[config.mk]
export PLATFORM = sky130hd
export DESIGN_NAME = lpes_cell
export DESIGN_NICKNAME = d
export VERILOG_FILES = /design/src/hw/rtl/lpes_pkg.sv /design/src/hw/rtl/lpes_cell.sv
export SDC_FILE = /design/constraint.sdc
export NUM_CORES = 1
export LEC_CHECK = 0
export ABC_AREA = 1
export ABC_CLOCK_PERIOD_IN_PS = 5300
export BUFFER_PORTS_ARGS = -buffer_cell sky130_fd_sc_hd__buf_4
export CORE_UTILIZATION = 40
export DETAILED_ROUTE_END_ITERATION = 8
export PLACE_DENSITY_LB_ADDON = 0.2
export SLEW_MARGIN = 20
export SYNTH_ARGS = -nofsm -noshare
export SYNTH_HDL_FRONTEND = slang
export SYNTH_SLANG_ARGS = --single-unit
[constraint.sdc]
create_clock -name clk -period 5.3 [get_ports clk]
set_input_delay 0 -clock clk [delete_from_list [all_inputs] [get_ports clk]]
set_output_delay 0 -clock clk [all_outputs]
set_load 0.01 [all_outputs]
[src/hw/rtl/lpes_pkg.sv]
// Shared types, constants and helpers for the loop phase event sorter.
`timescale 1ns / 1ps
package lpes_pkg;

  localparam int MAX_EVENTS = 64;
  localparam int IDX_W      = $clog2(MAX_EVENTS);
  localparam int CNT_W      = $clog2(MAX_EVENTS + 1);
  localparam int TICK_W     = 32;
  localparam int KIND_W     = 2;
  localparam int RANK_W     = 2;
  localparam int MOD_CNT_W  = $clog2(TICK_W);

  localparam logic [KIND_W-1:0] KIND_NOTE_OFF = 2'd0;
  localparam logic [KIND_W-1:0] KIND_NOTE_ON  = 2'd1;
  localparam logic [KIND_W-1:0] KIND_OTHER    = 2'd2;

  typedef struct packed {
    logic [TICK_W-1:0] event_tick;
    logic [KIND_W-1:0] event_kind;
    logic              last_event;
  } in_req_t;

  typedef struct packed {
    logic [IDX_W-1:0]  sorted_index;
    logic [TICK_W-1:0] event_phase;
    logic              last_result;
  } out_rsp_t;

  // One slot of the sorted row
  typedef struct packed {
    logic              occupied;
    logic [TICK_W-1:0] phase;
    logic [TICK_W-1:0] tick;
    logic [RANK_W-1:0] rank;
    logic [IDX_W-1:0]  arrival;
  } cell_t;

  typedef enum logic [1:0] {
    ROW_HOLD,
    ROW_INSERT,
    ROW_SHIFT
  } row_op_t;

  typedef enum logic [1:0] {
    ST_IDLE,
    ST_MOD,
    ST_INSERT,
    ST_EMIT
  } state_t;

  // Anything beyond note-on sorts as "other"
  function automatic logic [RANK_W-1:0] kind_rank(input logic [KIND_W-1:0] kind);
    logic [RANK_W-1:0] r;
    r = (kind == KIND_NOTE_OFF) ? KIND_NOTE_OFF :
        (kind == KIND_NOTE_ON)  ? KIND_NOTE_ON  : KIND_OTHER;
    return r;
  endfunction

  // Strict lexicographic compare on phase, tick, rank
  function automatic logic key_after(input cell_t held, input cell_t cand);
    logic r;
    r = {held.phase, held.tick, held.rank} > {cand.phase, cand.tick, cand.rank};
    return r;
  endfunction

endpackage

[src/hw/rtl/lpes_cell.sv]
// One slot of the sorted row: compare, shift up on insert, shift down on emit.
`timescale 1ns / 1ps
module lpes_cell (
  input  logic              clk,
  input  logic              rst_n,
  input  lpes_pkg::row_op_t op,
  input  lpes_pkg::cell_t   new_entry,
  input  lpes_pkg::cell_t   prev_entry,
  input  logic              prev_after,
  input  lpes_pkg::cell_t   next_entry,
  output lpes_pkg::cell_t   entry,
  output logic              after
);

  lpes_pkg::cell_t data_r, data_nxt;
  logic            occ_r;

  // Empty slots sort after everything
  assign after = !occ_r || lpes_pkg::key_after(data_r, new_entry);

  always_comb begin
    data_nxt          = data_r;
    data_nxt.occupied = occ_r;
    case (op)
      lpes_pkg::ROW_INSERT: begin
        if (prev_after) begin
          data_nxt = prev_entry;
        end else if (after) begin
          data_nxt = new_entry;
        end
      end
      lpes_pkg::ROW_SHIFT: begin
        data_nxt = next_entry;
      end
      default: begin
        data_nxt.occupied = occ_r;
      end
    endcase
  end

  always_ff @(posedge clk) begin
    if (!rst_n) begin
      occ_r <= 1'b0;
    end else begin
      occ_r <= data_nxt.occupied;
    end
    data_r <= data_nxt;
  end

  always_comb begin
    entry          = data_r;
    entry.occupied = occ_r;
  end

endmodule

After elaboration in Yosys (flattened, before gate mapping)

Index checks and enable logic that the tools add are counted.

Logic and storage cells: 17
Bits in registers: 73

$lt $le $gt $ge: 1
Reductions and logical operators: 4
Equality and inequality tests: 3
Multiplexer cells: 4

Operators by type and width:

| kind                                                             | count |
|---|---|
| 73-bit two-way mux                                               | 2 |
| 72-bit case mux with 2 select lines                              | 1 |
| 66-bit greater-than comparator                                   | 1 |
| 3-bit inequality test (second input constant)                    | 1 |
| 2-bit by 1-bit == test with 1-bit output (second input constant) | 1 |
| 2-bit == test (second input constant)                            | 1 |
| 1-bit case mux with 2 select lines                               | 1 |
| 2-bit AND reduction                                              | 1 |
| 2-bit nonzero test                                               | 1 |
| 1-bit zero test                                                  | 1 |
| 1-bit logical OR                                                 | 1 |

Depth between registers and ports, before layout

Gate-level depths: netlist of the first run.

Depth in word-level cells: 5
Gate-level depth with buffers: 20
Gate-level depth less buffers: 20

Worst setup path before layout of the first run

Ideal clock, no wire load.

Path type: register to register
Start: register data_r, in the netlist entry[47]
End: register data_r, in the netlist entry[0] (enable)
Arrival time: 3133 ps
Slack: 1735 ps
Cell stages (with the launch flop): 15
Clock period less this slack: 3565 ps
Cells stage by stage: edfxtp_1 ha_1 nand2_1 nor2_1 and2_1 nand2_2 nor2_2 nand2_1 nand3_1 nor2_1 nand2_2 nand2_2 nand3_2 nand2_2 nand2_1

Cells in the longest elaborated chain, start to end: 4

RTL lines:

| what                                   | line            | text |
|---|---|---|
| start, declared                        | lpes_cell.sv:15 | `lpes_pkg::cell_t data_r, data_nxt;` |
| start signal, assigned                 | lpes_cell.sv:47 | `data_r <= data_nxt;` |
| 66-bit greater-than comparator         | lpes_pkg.sv:62  | `r = {held.phase, held.tick, held.rank} > {cand.phase, cand.tick, cand.rank};` |
| 1-bit logical OR                       | lpes_cell.sv:19 | `assign after = !occ_r \|\| lpes_pkg::key_after(data_r, new_entry);` |
| 3-bit inequality test (no source line) | n/a             |  |
| 2-bit AND reduction (no source line)   | n/a             |  |

Every way passes these cells.
A chain may end at the register's enable or synchronous reset.

Final worst setup path of the first run

Start: register data_r, in the netlist entry[35]
End: register data_r, in the netlist entry[42] (enable)

Same word-level chain as after synthesis.

==> results.tsv, run 1 <==
stage	metric	value	unit
floorplan	Core ar.	13400	um2
grt	largest net degree at the start of global routing	111	
timing	Slew Limit Fails	0	
floorplan	Chip Height	120	um
timing	hold_ws	0.00998	ns
clock_network	H-tree Lvls	3	
outcome	outcome	completed	
routing	met1 WL	6.86	mm
final_layout	P&R area growth vs syn	47.7	%
pwr	Lkg Pwr	0.00422	uW
routing	Via density	4.82	
clock_network	Reg clk slew, reported paths	0.06	ns
placement	Final GP Congestion	0.799	
grt	All-Layer GR Usage	23.7	%
timing	# setup viols final	0	
routing	Vias	5720	
yosys	post-synth top area share	39.0	%
floorplan	die area	14300	um2
critical_path	Startpoint Class	flop	
placement	I/O Buffers	297	
grt	GRT overflow	0	
timing	Worst slew margin	29.4	%
clock_network	CTS tree	built	
routing	Met3 Routed Length	1.38	mm
grt	first-pass GRT wire length	26.1	mm
yosys	Post-synth EDFFs	72	
timing	crit share post-route	56.5	%
yosys	Yosys reg bits	73	
timing	RSZ-0062 raised after global routing	no	
routing	Max Used Layer	met4	
final_layout	Layout Cells excl Fill	1187	
clock_network	Clock Tree Root	clkbuf_16	
yosys	Cells after Synth	725	
critical_path	Worst Path Arrival	2.95	ns
yosys	Seq/Total Area, Yosys	39.3	%
placement	dpl hpwl	12.7	mm
critical_path	Crit Path Max Fanout	72	
final_layout	Layout Utilization	61.2	%
floorplan	I/O pin cnt	298	
yosys	synthesized area per cell	7.65	um2
timing	Hold Vio Cnt, Final	0	
clock_network	CTS Buffer Depth	2	
timing	Max Clock Skew	0.00645	ns
placement	Placed Instances	1167	
min_path	worst hold path type	primary input to flop	
yosys	synthesized area	5550	um2
routing	Avg WL per Cell	14.1	um
pwr	PwrDens	221	nW/um2
timing	Fmax	0.334	GHz
timing	fin crit period	2.99	ns
critical_path	CP cell instances	ha_1 > nand2_1 > nor2_1 > nand4_1 > nor2_2 > nand2_1 > nand3_1 > nor2_1 > nand2_2 > nand2_2 > nand3_2 > nand2_2 > nand2_4	
critical_path	worst path required time	5.25	ns
floorplan	Rows	42	
clock_network	clock latency on the worst-skew pair	0.34	ns
timing	worst-margin pin slew	1.06	ns
clock_network	Inserted Clock Buffers	9	
routing	Final ANT Viol Nets	0	
yosys	most frequent cells after synthesis	228 x nand2_1, 94 x nor2_1, 92 x inv_1	
routing	initial drt markers	171	
routing	metal2 WL	8.16	mm
clock_network	Clock Sink Count	73	
yosys	Synthesis Warnings	0	
critical_path	Slowest-stage cell, CP	nand2_4	
yosys	ranking of synthesized cells by area	edfxtp_1 39%, nand2_1 15%, ha_1 15%	
clock_network	Resize count post-CTS	0	
critical_path	Critical Path End Type	flop	
yosys	Cell variety after synth	24	
routing	wirelength, routed	16.7	mm
grt	initial antenna violation count	0	
routing	post-route DRC violation count	0	
final_layout	Nets	1297	
critical_path	crit path kind	flop to flop	
run	Max Cap Viol	0	
yosys	Main synth FF type	edfxtp_1	
final_layout	share of layout cells above drive strength 1	32.2	%
final_layout	antenna cell count	0	
grt	vias in the first global route	5469	
timing	TNS Setup	0	ns
yosys	post-synth top area cell	edfxtp_1	
pwr	maximum vdd drop	0.111	mV
critical_path	Largest stage delay, worst path	0.73	ns
floorplan	die width	120	um
yosys	Post-synth ARST share	0	%
yosys	Syn Nets	1015	
critical_path	most used cell, CP	nand2_2	
routing	TritonRoute pass-1 iters	4	
floorplan	initial core utilization	41.4	%
yosys	top-count cell post-synth	nand2_1	
-- where the power goes --
| group | switching, uW | total, uW | leakage, uW | internal [uW] |
|---|---|---|---|---|
| clock | 221 | 535 | 0.000118 | 314 |
| sequential | 26.6 | 733 | 0.000703 | 706 |
| combinational | 268 | 540 | 0.00340 | 273 |
| total | 516 | 1810 | 0.00422 | 1290 |
-- layout make-up --
| class | count | area [um2] |
|---|---|---|
| Sequential cell | 73 | 2180 |
| Timing Repair Buffer | 304 | 2290 |
| Clock buffer | 14 | 244 |
| Inverter | 93 | 349 |
| Multi-Input combinational cell | 526 | 2900 |
| Fill cell | 1270 | 5200 |
| Tap cell | 176 | 220 |
| Clock inverter | 1 | 3.75 |
-- per-stage QoR --
step	cell area [um2]	power (uW)	worst slack (ns)
floorplan	5550	1010	1.73
global placement	7900	1280	2.29
detailed placement	7900	1290	2.27
CTS	8190	1830	2.26
global route	8200	1920	2.03
finish	8200	1810	2.31
-- registers in the layout, indices dropped and copies added (netlist names) --
register  count
occ_r         1
entry        72
-- worst paths after layout --
path,to,cells after the start,startpoint,slack (ns)
worst min-delay path,entry[14],3,next_entry[14],0.01
worst max register to register,entry[42],13,entry[35],2.31
worst max-delay path,entry[42],13,entry[35],2.31
worst min register to register,occ_r,4,occ_r,0.61
-- cells by family after synthesis --
logic type                 Yosys count  share of synthesized area [%]
and+or+nand+nor                    353                           25.6
buffers and inverters              126                           8.66
AOI/OAI and AO/OA                  107                           11.5
DFF                                 73                           39.3
adders and majority gates           66                           14.9
-- critical path, delay by kind of cell, from the launching register on --
kind / cells / cell delay, ns
fa+ha+maj: 1 / 0.32
simple gates: 12 / 1.85
flops: 1 / 0.39
-- repair_timing --
action	in CTS	in global routing
endpoints found under the hold margin	4	1
hold buffers	4	1
setup buffers	0	0
-- cells in the final DEF (no fill, tap or decap), types with 8 or more instances in the layout --
| master | instances |
|---|---|
| a21oi_1 | 27 |
| nand3_1 | 8 |
| nor2_1 | 94 |
| ha_1 | 66 |
| clkbuf_16 | 9 |
| a31oi_1 | 73 |
| inv_1 | 91 |
| buf_4 | 299 |
| edfxtp_1 | 72 |
| nand2_1 | 226 |
-- metal layers --
layer | vias up | GRT usage (%)
li1 | 2970 | -
met1 | 2512 | 26.8
met2 | 213 | 41.6
met3 | 25 | 7.46
met4 | 0 | 8.44
met5 | - | 0
(Power assumes the default switching activity.)
==> inputs of run 2 (changes only) <==
Settings changed: ABC_AREA 1 to 0, ABC_CLOCK_PERIOD_IN_PS 5300 to 2900.
Clock period 5.3 ns to 2.9 ns, I/O delays scaled along.
==> run 2 against run 1 <==
  * Hold slack got worse by 0.0036 ns
  * Global-route usage rose by 1.5 points
  * Total power rose by 97%
  * Clock power rose by 100%
  * Flip-flop and latch count did not move
  * Critical path depth fell by 2
  * Via count fell by 1.8%
  * Clock-buffer cell count fell by 5
  * Critical path type unchanged
==> results.tsv, run 2 <==
stage	metric	value	unit
final_layout	Nets	1226	
timing	# setup viols final	0	
final_layout	# fillers	1005	
yosys	Post-synth EDFFs	72	
routing	Avg WL per Cell	16.4	um
clock_network	Reg clk slew, reported paths	0.06	ns
routing	TritonRoute pass-1 iters	6	
grt	GRT overflow	0	
yosys	top-count cell post-synth	nand2_1	
placement	DP Worst Slack	-0.0468	ns
final_layout	share of layout cells above drive strength 1	38.1	%
final_layout	antenna cell count	0	
critical_path	CP cell instances	ha_4 > nand4_1 > nor4_4 > buf_6 > nand2_4 > o32ai_4 > nor4_2 > o211a_1 > o21ai_4 > buf_6 > clkbuf_16	
final_layout	most frequent cells in the layout	306 x buf_4, 90 x nand2_1, 81 x o21ai_0	
pwr	Sw Ratio	27.6	%
timing	worst-margin pin slew	0.914	ns
yosys	Synthesis Warnings	0	
floorplan	I/O pin cnt	298	
yosys	Synth Area in Compound Gates	12.7	%
yosys	ranking of synthesized cells by area	edfxtp_1 40%, ha_1 15%, mux2i_1 13%	
pwr	Flop pwr share	37.9	%
routing	met1 WL	7.18	mm
placement	dpl hpwl	13.4	mm
yosys	Post-synth ARST share	0	%
routing	post-route DRC violation count	0	
min_path	worst hold path type	primary input to flop	
routing	wirelength, routed	18.3	mm
grt	first-pass GRT wire length	27.7	mm
floorplan	initial core utilization	41.1	%
yosys	most frequent cells after synthesis	90 x nand2_1, 83 x o21ai_0, 73 x mux2i_1	
floorplan	Rows	42	
clock_network	CTS tree	built	
critical_path	Worst Path Arrival	2.89	ns
critical_path	crit path kind	flop to flop	
timing	Worst slew margin	39.0	%
routing	metal2 WL	9.26	mm
pwr	Lkg Pwr	0.00448	uW
yosys	Synth Area in Simple Gates	11.8	%
timing	Hold Vio Cnt, Final	0	
timing	Slew Limit Fails	0	
pwr	Gate power share	32.0	%
critical_path	Critical Path End Type	flop	
grt	vias in the first global route	5790	
yosys	largest family of logic cells by synthesized area	adder cells	
critical_path	Slowest-stage cell, CP	edfxtp_1	
yosys	mux cell area share after synthesis	13.4	%
grt	All-Layer GR Usage	25.2	%
pwr	sw power	981	uW
timing	TNS Setup	0	ns
critical_path	Crit Path Max Fanout	5	
routing	Via density	5.03	
yosys	Post-Synth Adder-Cell Area	15.2	%
routing	initial drt markers	220	
final_layout	Layout Cells excl Fill	1116	
pwr	total chip power	3560	uW
yosys	synthesized area	5440	um2
floorplan	Chip Height	119	um
pwr	clock network power share	30.1	%
final_layout	most common cell after layout, fill and taps aside	buf_4	
min_path	hold path depth	3	
pwr	PwrDens	386	nW/um2
min_path	worst hold start	next_entry[36]	
min_path	Worst Hold End	entry[36]	
timing	Max Clock Skew	0.00868	ns
timing	RSZ-0062 raised after global routing	yes	
clock_network	Inserted Clock Buffers	9	
outcome	outcome	completed	
clock_network	Clock Tree Root	clkbuf_16	
critical_path	most used cell, CP	buf_6	
final_layout	Layout Utilization	69.7	%
clock_network	Clock Sink Count	73	
critical_path	worst path required time	2.94	ns
timing	crit share post-route	98.2	%
yosys	Cells after Synth	567	
critical_path	Startpoint Class	flop	
yosys	Yosys reg bits	73	
floorplan	die area	14100	um2
yosys	post-synth top area share	39.8	%
grt	largest net degree at the start of global routing	105	
pwr	Int Pwr	2580	uW
run	Max Cap Viol	0	
timing	Fmax	0.351	GHz
yosys	Seq/Total Area, Yosys	40.1	%
yosys	post-synth top area cell	edfxtp_1	
placement	Placed Instances	1023	
yosys	Main synth FF type	edfxtp_1	
critical_path	R2R depth	11	
critical_path	R2R Path Start	entry[63]	
yosys	synthesized area per cell	9.59	um2
critical_path	R2R Setup Slk	0.05	ns
clock_network	H-tree Lvls	3	
final_layout	P&R area growth vs syn	69.7	%
grt	initial antenna violation count	0	
timing	fin crit period	2.85	ns
yosys	Cell variety after synth	34	
placement	Final GP Congestion	0.843	
routing	Final ANT Viol Nets	0	
final_layout	max reg flops	72	
placement	I/O Buffers	297	
yosys	Syn Nets	857	
yosys	xor/xnor share of the synthesized area	0	%
pwr	maximum vdd drop	0.273	mV
routing	Max Used Layer	met4	
timing	PnR worst setup slack	0.0530	ns
routing	Met3 Routed Length	1.39	mm
clock_network	CTS Buffer Depth	2	
routing	Vias	5617	
critical_path	Largest stage delay, worst path	0.43	ns
floorplan	die width	119	um
clock_network	clock latency on the worst-skew pair	0.33	ns
critical_path	r2r endpoint	entry[8]	
floorplan	Core ar.	13200	um2
run 2: cell types whose count changed after synthesis, moves of 20 or more:
cell,before,now
nand2_1,228,90
nor2_1,94,6
o21ai_0,2,83
a31oi_1,73,0
mux2i_1,0,73
inv_1,92,72
run 2: cells by family (layout without fill, tap and decap cells):
logic type                 Yosys count  after routing
buffers and inverters               97            470
AOI/OAI and AO/OA                  124            124
DFF                                 73             73
and+or+nand+nor                    134            134
muxes                               73             73
adders and majority gates           66             66
run 2: power groups by stage:
stage	Clock, uW	Combinational [uW]	Sequential, uW
floorplan	0	399	1400
global placement	0	951	1360
detailed placement	0	975	1360
CTS	1090	1060	1340
global route	1140	1250	1360
finish	1070	1140	1350
run 2: cell type report:
cell class	count	area, um2	area share (%)
Multi-Input combinational cell	397	3110	33.7
Tap cell	176	220	2.39
Sequential cell	73	2180	23.7
Inverter	72	270	2.93
Clock inverter	6	60.1	0.651
Timing Repair Buffer	383	3160	34.2
Clock buffer	9	225	2.44
run 2: worst max path at each step:
stage | cells past startpoint | endpoint | from | slack (ns)
after floorplan | 8 | entry[0] | entry[59] | -0.62
after global placement | 9 | entry[49] | entry[63] | 0.04
after detailed placement | 9 | entry[50] | entry[65] | -0.05
after CTS | 10 | entry[6] | entry[69] | -0.003
after global routing | 11 | entry[8] | entry[69] | -0.04
final | 11 | entry[8] | entry[63] | 0.05
run 2: worst max-delay path, delay by kind of cell (launching register included):
family	cells	cell delay (ns)
DFF	1	0.43
adders and majority gates	1	0.30
buffers and inverters	3	0.48
and+or+nand+nor	4	0.63
AOI/OAI and AO/OA	3	0.71
run 2: layer usage:
layer | global-route usage, % | vias up
met1 | 27.3 | 2582
met4 | 9.26 | 0
met5 | 0 | -
met3 | 7.48 | 29
li1 | - | 2774
met2 | 45.9 | 232
run 2: repair_timing:
action	CTS	global route
pin swaps	2	9
hold buffers	66	0
gates cloned	1	5
endpoints found under the hold margin	65	0
setup endpoints to repair	72	73
resized for setup	1	24
setup buffers	2	5
run 2: per-stage QoR:
step / hold slack (ns) / area (um2)
2_1_floorplan: 0.142 / 5470
3_3_place_gp: 0.271 / 7920
3_5_place_dp: 0.278 / 7920
4_1_cts: 0.00409 / 8920
5_1_grt: 0.00582 / 9220
6_report: 0.00636 / 9220
