[src/hw/rtl/lpes_pkg.sv]
// Shared types, constants and helpers for the loop phase event sorter.
`timescale 1ns / 1ps
package lpes_pkg;

  localparam int MAX_EVENTS = 64;
  localparam int IDX_W      = $clog2(MAX_EVENTS);
  localparam int CNT_W      = $clog2(MAX_EVENTS + 1);
  localparam int TICK_W     = 32;
  localparam int KIND_W     = 2;
  localparam int RANK_W     = 2;
  localparam int MOD_CNT_W  = $clog2(TICK_W);

  localparam logic [KIND_W-1:0] KIND_NOTE_OFF = 2'd0;
  localparam logic [KIND_W-1:0] KIND_NOTE_ON  = 2'd1;
  localparam logic [KIND_W-1:0] KIND_OTHER    = 2'd2;

  typedef struct packed {
    logic [TICK_W-1:0] event_tick;
    logic [KIND_W-1:0] event_kind;
    logic              last_event;
  } in_req_t;

  typedef struct packed {
    logic [IDX_W-1:0]  sorted_index;
    logic [TICK_W-1:0] event_phase;
    logic              last_result;
  } out_rsp_t;

  // One slot of the sorted row
  typedef struct packed {
    logic              occupied;
    logic [TICK_W-1:0] phase;
    logic [TICK_W-1:0] tick;
    logic [RANK_W-1:0] rank;
    logic [IDX_W-1:0]  arrival;
  } cell_t;

  typedef enum logic [1:0] {
    ROW_HOLD,
    ROW_INSERT,
    ROW_SHIFT
  } row_op_t;

  typedef enum logic [1:0] {
    ST_IDLE,
    ST_MOD,
    ST_INSERT,
    ST_EMIT
  } state_t;

  // Anything beyond note-on sorts as "other"
  function automatic logic [RANK_W-1:0] kind_rank(input logic [KIND_W-1:0] kind);
    logic [RANK_W-1:0] r;
    r = (kind == KIND_NOTE_OFF) ? KIND_NOTE_OFF :
        (kind == KIND_NOTE_ON)  ? KIND_NOTE_ON  : KIND_OTHER;
    return r;
  endfunction

  // Strict lexicographic compare on phase, tick, rank
  function automatic logic key_after(input cell_t held, input cell_t cand);
    logic r;
    r = {held.phase, held.tick, held.rank} > {cand.phase, cand.tick, cand.rank};
    return r;
  endfunction

endpackage

[src/hw/rtl/lpes_modulo.sv]
// Restoring remainder unit: one quotient bit per cycle.
`timescale 1ns / 1ps
module lpes_modulo (
  input  logic                      clk,
  input  logic                      rst_n,
  input  logic                      start,
  input  logic [lpes_pkg::TICK_W-1:0] dividend,
  input  logic [lpes_pkg::TICK_W-1:0] divisor,
  output logic                      done,
  output logic [lpes_pkg::TICK_W-1:0] remainder
);

  logic                           run_r, run_nxt;
  logic                           done_r, done_nxt;
  logic [lpes_pkg::MOD_CNT_W-1:0] cnt_r, cnt_nxt;
  logic [lpes_pkg::TICK_W-1:0]    dvd_r, dvd_nxt;
  logic [lpes_pkg::TICK_W-1:0]    dsr_r, dsr_nxt;
  logic [lpes_pkg::TICK_W-1:0]    rem_r, rem_nxt;
  logic [lpes_pkg::TICK_W:0]      trial;
  logic [lpes_pkg::TICK_W:0]      diff;

  assign trial = {rem_r, dvd_r[lpes_pkg::TICK_W-1]};
  assign diff  = trial - {1'b0, dsr_r};

  always_comb begin
    run_nxt  = run_r;
    done_nxt = 1'b0;
    cnt_nxt  = cnt_r;
    dvd_nxt  = dvd_r;
    dsr_nxt  = dsr_r;
    rem_nxt  = rem_r;
    if (start) begin
      run_nxt = 1'b1;
      cnt_nxt = '0;
      dvd_nxt = dividend;
      dsr_nxt = divisor;
      rem_nxt = '0;
    end else if (run_r) begin
      dvd_nxt = {dvd_r[lpes_pkg::TICK_W-2:0], 1'b0};
      rem_nxt = diff[lpes_pkg::TICK_W] ? trial[lpes_pkg::TICK_W-1:0]
                                       : diff[lpes_pkg::TICK_W-1:0];
      cnt_nxt = cnt_r + 1'b1;
      if (cnt_r == lpes_pkg::MOD_CNT_W'(lpes_pkg::TICK_W - 1)) begin
        run_nxt  = 1'b0;
        done_nxt = 1'b1;
      end
    end
  end

  always_ff @(posedge clk) begin
    if (!rst_n) begin
      run_r  <= 1'b0;
      done_r <= 1'b0;
      cnt_r  <= '0;
    end else begin
      run_r  <= run_nxt;
      done_r <= done_nxt;
      cnt_r  <= cnt_nxt;
    end
    dvd_r <= dvd_nxt;
    dsr_r <= dsr_nxt;
    rem_r <= rem_nxt;
  end

  assign done      = done_r;
  assign remainder = rem_r;

endmodule

[config.mk]
export PLATFORM = sky130hd
export DESIGN_NAME = lpes_modulo
export DESIGN_NICKNAME = d
export VERILOG_FILES = /design/src/hw/rtl/lpes_pkg.sv /design/src/hw/rtl/lpes_modulo.sv
export SDC_FILE = /design/constraint.sdc
export NUM_CORES = 1
export LEC_CHECK = 0
export CORE_MARGIN = 2
export CORE_UTILIZATION = 50
export CTS_CLUSTER_DIAMETER = 60
export DETAILED_ROUTE_END_ITERATION = 16
export DONT_BUFFER_PORTS = 1
export SYNTH_ARGS = -nofsm -noshare
export SYNTH_HDL_FRONTEND = slang
export SYNTH_SLANG_ARGS = --single-unit
[constraint.sdc]
create_clock -name clk -period 3.3 [get_ports clk]
set_input_delay 0.33 -clock clk [delete_from_list [all_inputs] [get_ports clk]]
set_output_delay 0.33 -clock clk [all_outputs]
set_load 0.01 [all_outputs]
**Word-level counts from Yosys, hierarchy flattened**

Cells that the tools add are included.

- Register bits: 103
- Output and inout port bits: 33
- Word-level logic and storage cells: 21

- $add $sub $neg: 2
- Equal/unequal tests: 1
- Multiplexer cells: 7
- Bitwise operators: 2
- Reduce and logical (&&, ||, !) cells: 3

Operators by type and width:

| cell | count |
|---|---|
| $mux 32 | 3 |
| $sub 33x32->33 | 1 |
| $add 5x1->5 const B | 1 |
| $eq 5x5->1 const B | 1 |
| $mux 1 | 4 |
| $reduce_or 3->1 | 1 |
| $not 1->1 | 2 |
| $reduce_bool 2->1 | 1 |
| $reduce_or 2->1 | 1 |

**Longest topological paths before layout**

Gate-level depths: netlist (run 1).

- Word-level depth: 4
- Depth in mapped cells: 13
- Mapped depth without buffers: 12

**Least setup slack after synthesis (run 1)**

No wires, ideal clock.

- Kind: flip-flop to flip-flop
- Start: reg dvd_r[31] in the netlist's numbering
- End: reg rem_r, in the netlist remainder[2]
- Library setup time: 140 ps
- Arrival time: 2672 ps
- Data required time: 3160 ps
- Path slack: 488 ps
- Cell stages (with the launch flop): 14
- Path buffers: 1
- Period minus slack after synthesis: 2812 ps
- Cells stage by stage: edfxtp_1 -> inv_1 -> ha_1 -> fa_1 -> nor2b_1 -> o31a_1 -> o21ai_1 -> a21oi_1 -> a211oi_1 -> o31a_2 -> xnor2_4 -> buf_6 -> mux2i_1 -> a211oi_1

- Longest elaborated chain between the ends: 2

RTL lines:

| what | line | text |
|---|---|---|
| start, declared | lpes_modulo.sv:16 | `logic [lpes_pkg::TICK_W-1:0] dvd_r, dvd_nxt;` |
| start signal, assigned | lpes_modulo.sv:60 | `dvd_r <= dvd_nxt;` |
| $sub 33x32->33 | lpes_modulo.sv:23 | `assign diff = trial - {1'b0, dsr_r};` |
| $mux 32 | lpes_modulo.sv:40 | `rem_nxt = diff[lpes_pkg::TICK_W] ? trial[lpes_pkg::TICK_W-1:0]` |
| end signal, assigned | lpes_modulo.sv:62 | `rem_r <= rem_nxt;` |
| end, declared | lpes_modulo.sv:18 | `logic [lpes_pkg::TICK_W-1:0] rem_r, rem_nxt;` |

Every way passes these cells.
A chain may end at the register's enable or synchronous reset.

**Final worst setup path (run 1)**

- Start: reg dvd_r[31] in the netlist's numbering
- End: reg rem_r, in the netlist remainder[23]

The elaborated chain is that of the path after synthesis.

==> run metrics, run 1 <==
Worst Reg-to-Reg Cells 14; commonest non-fill, non-tap cells in the layout 64 x edfxtp_1, 56 x nor2_1, 41 x inv_1; antenna violations before repair 1; largest family of logic cells by synthesized area compound AO/OA/AOI/OAI gates; most common cell after layout, fill and taps aside edfxtp_1; CTS buffer count 9; drt pass-1 iters 4; Total GRT Usage 19.9%; footprint of the multi-input gates slightly below 0.003 mm²; Worst-path clk slew approximately 0.08 ns; P_int approximately 0.0026 W; post-DP HPWL between 8000 and 9000 µm; Synth Cell Area roughly 0.006 mm²; worst min-delay path category in2reg; Setup WS post-layout between 0.2 and 0.25 ns; Final GP Congestion between 0.8 and 0.9; final hold vios 0; Detailed Route WL between 10000 and 15000 µm; vias per inst 5.77; DIE HEIGHT 112 µm; pin count of the biggest net entering global routing ~100; antenna-violating nets left 0; Clock Skew a little over 0.009 ns; Final TNS setup 0 ns; met3 Track Usage GR under 10%; via count slightly above 4000; clk root buf clkbuf_16; count of flip-flops with a built-in enable after synthesis 64; input/output buffers 0; Crit. End Element flip-flop; Placement Setup Slack approximately 0.10 ns; Die X between 100 and 150 µm; Mapped Avg Cell Area 10.5 µm²; CTS tree built; nets@finish about 670; Core ar. roughly 0.011 mm²; WL per Instance roughly 17 µm; max-slew violations 0; worst endpoint data arrival time between 3 and 4 ns; final total power between 0.003 and 0.004 W; Worst Tran Pin Value 0.577 ns; total die area about 0.013 mm²; final number of setup-violating endpoints 0; Post-Syn Nets 660; H-tree depth 3; vias in the first global route between 4000 and 5000; Reg area 0.00270 mm²; CTS max path bufs 2; RSZ-0062 raised after global routing no; Critical Path RT 3.57 ns; status finished, final reports clean; max-cap violation count 0; Peak VDD IR roughly 0.5 mV; post-synthesis compound-gate area fraction between 10% and 20%; met1 usage in global routing about a quarter; first-pass GRT wire length 20000 µm; hold depth 1; Syn Inst Count approximately 560; FFs w/ async S/R, synth 0%; fill count 1025; worst rel slew slack 61.5%; Worst Path Class, Setup reg2reg; sequential area share after synthesis a little under half; synthesized flop and latch total 103; Synth Area in Simple Gates around 12%; Max Fclk 324 MHz; cell taking the most area after synthesis edfxtp_1; Residual DRC 0; final core occ between 50% and 60%; clk_lat worst skew roughly 0.36 ns; switching share of power just over 30%; CTS Sinks about 100; Synth top area share roughly 33%; worst-path fanout max 12; GR Overflow Total 0; power density cells roughly 580 mW/mm²; yosys warns 0; dominant synthesized flop cell edfxtp_1; Post-Synth Adder-Cell Area roughly 7.6%; Yosys cell types 60; switching power between 0.001 and 0.0015 W; starting density of the core around 50%; Flop pwr share ~42%; Final Cycle Share a little over nine tenths; row count 39; I/O pin count 100; leak pwr ~2.6 nW; placed cell area between 0.006 and 0.007 mm²; top cells by area, synth edfxtp_1 33%, dfxtp_1 13%, ha_1 7.2%; layout cells sized above 1 between 10 and 15%; Combinational Power Share between 20% and 30%; Most Crowded Layer GR met2; clock power share 30.4%; xor and xnor fraction of the mapped netlist area 4.94%; Ant. Diodes 0; minimum clock period 3.09 ns; design area around 0.0066 mm²; drt initial violations 220; nature of the critical path startpoint flip-flop; area grow syn2layout 11.4%; mux share of post-synthesis cell area between 10% and 20%; met2 Usage GRT ~32%
## sequential cells by signal (all words and copies together), names as in the netlist
signal and cells:
dsr_r 32, dvd_r 32, remainder 32, cnt_r 5, done 1, run_r 1
## what timing repair did
| action | CTS | global route |
|---|---|---|
| buffers inserted | 0 | 4 |
| hold endpoints to repair | 0 | 0 |
| endpoints found under the setup margin | 0 | 31 |
| gates resized for setup | 0 | 10 |
| hold buffers | 0 | 0 |
## synthesized netlist by cell type, types with 3 or more instances
master     n
o21ai_0   12
o21a_1     7
o311ai_0   3
nor3_1     6
xnor2_1   19
a211oi_1  26
o211ai_1   4
xor2_1    11
and2_1     4
inv_1     41
buf_6      3
o21bai_1   3
ha_1      34
a21boi_0   3
mux2_2    31
nor4_1     6
edfxtp_1  64
nand2_1   20
a21oi_1   30
mux2i_1   28
nor3b_1    6
clkbuf_1  16
a21o_1     7
nand3_1   11
and3_1    11
nand4_1    5
nand2b_1   7
nor2_1    56
dfxtp_1   39
nor2b_1    6
## per-layer routing
metal  vias to the layer above  wire [µm]
met5                         -         14
met1                      1951       5490
li1                       2071          -
met3                        16        722
met4                         2        246
met2                       100       5990
## power groups by stage
stage | combinational (W) | sequential [W] | clock (W)
2_1_floorplan | 0.000757 | 0.00160 | 0
3_3_place_gp | 0.000938 | 0.00162 | 0
3_5_place_dp | 0.000948 | 0.00162 | 0
4_1_cts | 0.000954 | 0.00160 | 0.00118
5_1_grt | 0.00114 | 0.00161 | 0.00123
6_report | 0.00103 | 0.00159 | 0.00115
## worst max-delay path, cell delays in order, from the launching register on
cell	delay [ns]
edfxtp_1	0.36
inv_1	0.05
ha_1	0.22
fa_2	0.36
nor2b_2	0.14
o31a_1	0.20
o21ai_2	0.10
a21oi_1	0.21
a211oi_2	0.08
o31a_2	0.37
xnor2_4	0.17
buf_12	0.16
buf_12	0.15
and3_1	0.18
nor4_2	0.25
## path summary, 6_finish.rpt
check / from / to / slack [ns]
min reg2reg: cnt_r[3] / cnt_r[3] / 0.52
max: dvd_r[31] / remainder[23] / 0.21
max reg2reg: dvd_r[31] / remainder[23] / 0.21
min: start / remainder[28] / 0.04
## per-stage QoR
step | hold WS (ns) | cells
2_1_floorplan | 0.429 | 558
3_3_place_gp | 0.414 | 695
3_5_place_dp | 0.418 | 695
4_1_cts | 0.0303 | 711
5_1_grt | 0.0311 | 717
6_report | 0.0382 | 717
## cell type report
cell class	instances	area share, %
multi-input cells	391	45.2
flip-flops and latches	103	41.3
repair buffers	23	3.53
clock buffers	9	3.44
well taps	143	2.73
inverters	41	2.35
clock inverters	7	1.51
## cell families (layout without fill, tap and decap cells)
logic type / Yosys count / in the layout
mux: 59 / 59
simple gates: 146 / 146
buf+inv: 65 / 80
flops: 103 / 103
compound gates: 119 / 119
xor+xnor: 31 / 32
fa+ha+maj: 35 / 35
(Power assumes the default switching activity.)
==> run 2: changes to the inputs <==
--- a/config.mk
+++ b/config.mk
@@ -10,6 +10,8 @@
 export CTS_CLUSTER_DIAMETER = 60
 export DETAILED_ROUTE_END_ITERATION = 16
 export DONT_BUFFER_PORTS = 1
+export REMOVE_ABC_BUFFERS = 1
+export SKIP_LAST_GASP = 1
 export SYNTH_ARGS = -nofsm -noshare
 export SYNTH_HDL_FRONTEND = slang
 export SYNTH_SLANG_ARGS = --single-unit
==> run 2 against run 1 <==
Utilization down 0.80 points. Maximum frequency down 2.3%. Non-clock buffer count down 4. Die area unchanged. Clock-buffer cell count up 1. Global-route usage down 0.79 points. Sequential power about the same. First-iteration DRC count down 10%. Critical path type unchanged. Largest cell class unchanged.
==> run metrics, run 2 (synthesis results as in run 1) <==
CTS buffer count 9 (unchanged); row count 39 (unchanged); RSZ-0062 raised after global routing yes; CTS tree built; Peak VDD IR 0.538 mV (+7.7%); RR Endpoint remainder[27]; drt pass-1 iters 4 (unchanged); worst-path fanout max 10 (-2); Final Cycle Share 95.8% (+2.2 points); Die X 112 µm (unchanged); Core ar. 0.0115 mm² (unchanged); Final GP Congestion 0.928 (+5.4%); H-tree depth 3 (unchanged); Setup WS post-layout 0.137 ns (-0.0737 ns); flop2flop setup slack 0.14 ns (-0.07 ns); CP top delay family compound AO/OA/AOI/OAI gates; WL per Instance 17.0 µm (-2.3%); antenna-violating nets left 0 (unchanged); layout cells sized above 1 13.4% (-1.5 points); Reg-to-Reg Start dvd_r[31]; pin count of the biggest net entering global routing 103 (unchanged); Max stage delay on crit path 0.40 ns (+0.03 ns); vias in the first global route 3853 (-6.9%); I/O pin count 100 (unchanged); worst min-delay path category in2reg; input/output buffers 0 (unchanged); Worst-path clk slew 0.07 ns (about the same); status finished, final reports clean; final core occ 56.3% (-0.80 points); Critical Path RT 3.57 ns (about the same); fill count 974 (-5.0%); nature of the critical path startpoint flip-flop; clk_lat worst skew 0.36 ns (about the same); Final TNS setup 0 ns (unchanged); Max Fclk 316 MHz (-2.3%); cts hold-fix bufs 0 (unchanged); Detailed Route WL 12100 µm (-2.9%); power density cells 567 mW/mm² (-1.5%); CTS max path bufs 2 (unchanged); hold depth 1 (unchanged); minimum clock period 3.16 ns (+0.0737 ns); design area 0.00646 mm² (-1.4%); leak pwr 2.55 nW (-1.7%); antenna violations before repair 0 (-1); CTS Sinks 103 (unchanged); post-DP HPWL 8380 µm (-2.4%); Total GRT Usage 19.1% (-0.79 points); area grow syn2layout 9.83%; Worst Reg-to-Reg Cells 14 (unchanged); footprint of the multi-input gates 0.00292 mm² (-1.2%); Ant. Diodes 0 (unchanged); Placement Setup Slack 0.216 ns (+0.111 ns); drt initial violations 197 (-10%); Worst Path Class, Setup reg2reg; placed cell count 689 (-0.86%); DIE HEIGHT 112 µm (unchanged); starting density of the core 51.3% (unchanged); CP max stage cell fa_1; nets@finish 666 (-0.75%); clk root buf clkbuf_16; final hold vios 0 (unchanged); total die area 0.0126 mm² (unchanged); Reg area 0.00270 mm² (unchanged); crit path cell chain inv_1, ha_1, fa_1, nor2b_1, o31a_1, o21ai_1, a21oi_2, a211oi_2, o31a_2, xnor2_4, buf_4, clkbuf_16, and3_1, nor4_1; final number of setup-violating endpoints 0 (unchanged); Residual DRC 0 (unchanged); worst hold start start; commonest non-fill, non-tap cells in the layout 64 x edfxtp_1, 56 x nor2_1, 41 x inv_1; via count 4125 (-0.36%); max-cap violation count 0 (unchanged); Min-Delay Endpoint remainder[28]; GR Overflow Total 0 (unchanged); worst endpoint data arrival time 3.43 ns (+0.07 ns); most common cell after layout, fill and taps aside edfxtp_1; placed cell area 0.00606 mm² (-0.74%); max-slew violations 0 (unchanged); Clock Skew 0.00949 ns (+0.000157 ns); vias per inst 5.79 (+0.34%); worst rel slew slack 55.7% (-5.8 points); Worst Tran Pin Value 0.664 ns (+0.0871 ns); WP buf/inv 3 (unchanged); first-pass GRT wire length 19200 µm (-4.1%); final std cells w/o fill 712 (-0.70%); Crit. End Element flip-flop
==> run 2: cell types whose count changed in the layout (fill, tap and decap cells not counted), moves of 2 or more <==
cell / previous run / this run
a21oi_1: 30 / 28
a21oi_2: 0 / 2
inv_8: 2 / 0
buf_4: 18 / 15
nor4_1: 4 / 6
inv_6: 1 / 4
nor4_2: 2 / 0
==> run 2: metrics by stage <==
step	hold WS, ns	power [W]
final	0.0578	0.00366
after floorplan	0.402	0.00232
after CTS	0.0320	0.00362
after detailed placement	0.416	0.00255
after global routing	0.0405	0.00386
after global placement	0.420	0.00253
==> run 2: metal layers <==
metal | global-route usage [%] | vias up | share of wire, %
li1 | - | 2065 | -
met1 | 24.3 | 1954 | 44
met2 | 30.7 | 97 | 48
met3 | 7.24 | 9 | 6.4
met4 | 5.12 | 0 | 1.0
met5 | 0 | - | 0
==> run 2: timing repair <==
item	CTS	global route
endpoints found under the hold margin	0	0
buffers inserted	0	5
resized for setup	0	4
setup endpoints to repair	0	24
==> run 2: cell type report <==
type	instances	area share, %
inverters	41	2.38
flip-flops and latches	103	41.9
clock buffers	10	3.70
clock inverters	6	0.911
repair buffers	19	3.14
well taps	143	2.77
multi-input cells	390	45.2
==> run 2: worst max path at each step <==
stage          startpoint            end  slack, ns  cells past startpoint
2_1_floorplan   dvd_r[31]  remainder[25]      -0.04                     12
3_3_place_gp    dvd_r[31]   remainder[7]       0.28                     13
3_5_place_dp    dvd_r[31]  remainder[25]       0.22                     13
4_1_cts         dvd_r[31]  remainder[25]       0.17                     13
5_1_grt         dvd_r[31]  remainder[30]      -0.01                     14
6_report        dvd_r[31]  remainder[27]       0.14                     14
==> run 2: worst register-to-register path, delay by kind of cell (launching register included) <==
kind,cells,cell delay [ns]
buf+inv,3,0.39
fa+ha+maj,2,0.63
xor+xnor,1,0.17
simple gates,3,0.57
flops,1,0.36
compound gates,5,0.95
==> run 2: power breakdown <==
group | internal [W] | switching, W | total (W) | leakage [nW]
sequential | 0.00150 | 0.0000980 | 0.00160 | 0.957
combinational | 0.000487 | 0.000522 | 0.00101 | 1.45
clock | 0.000550 | 0.000507 | 0.00106 | 0.143
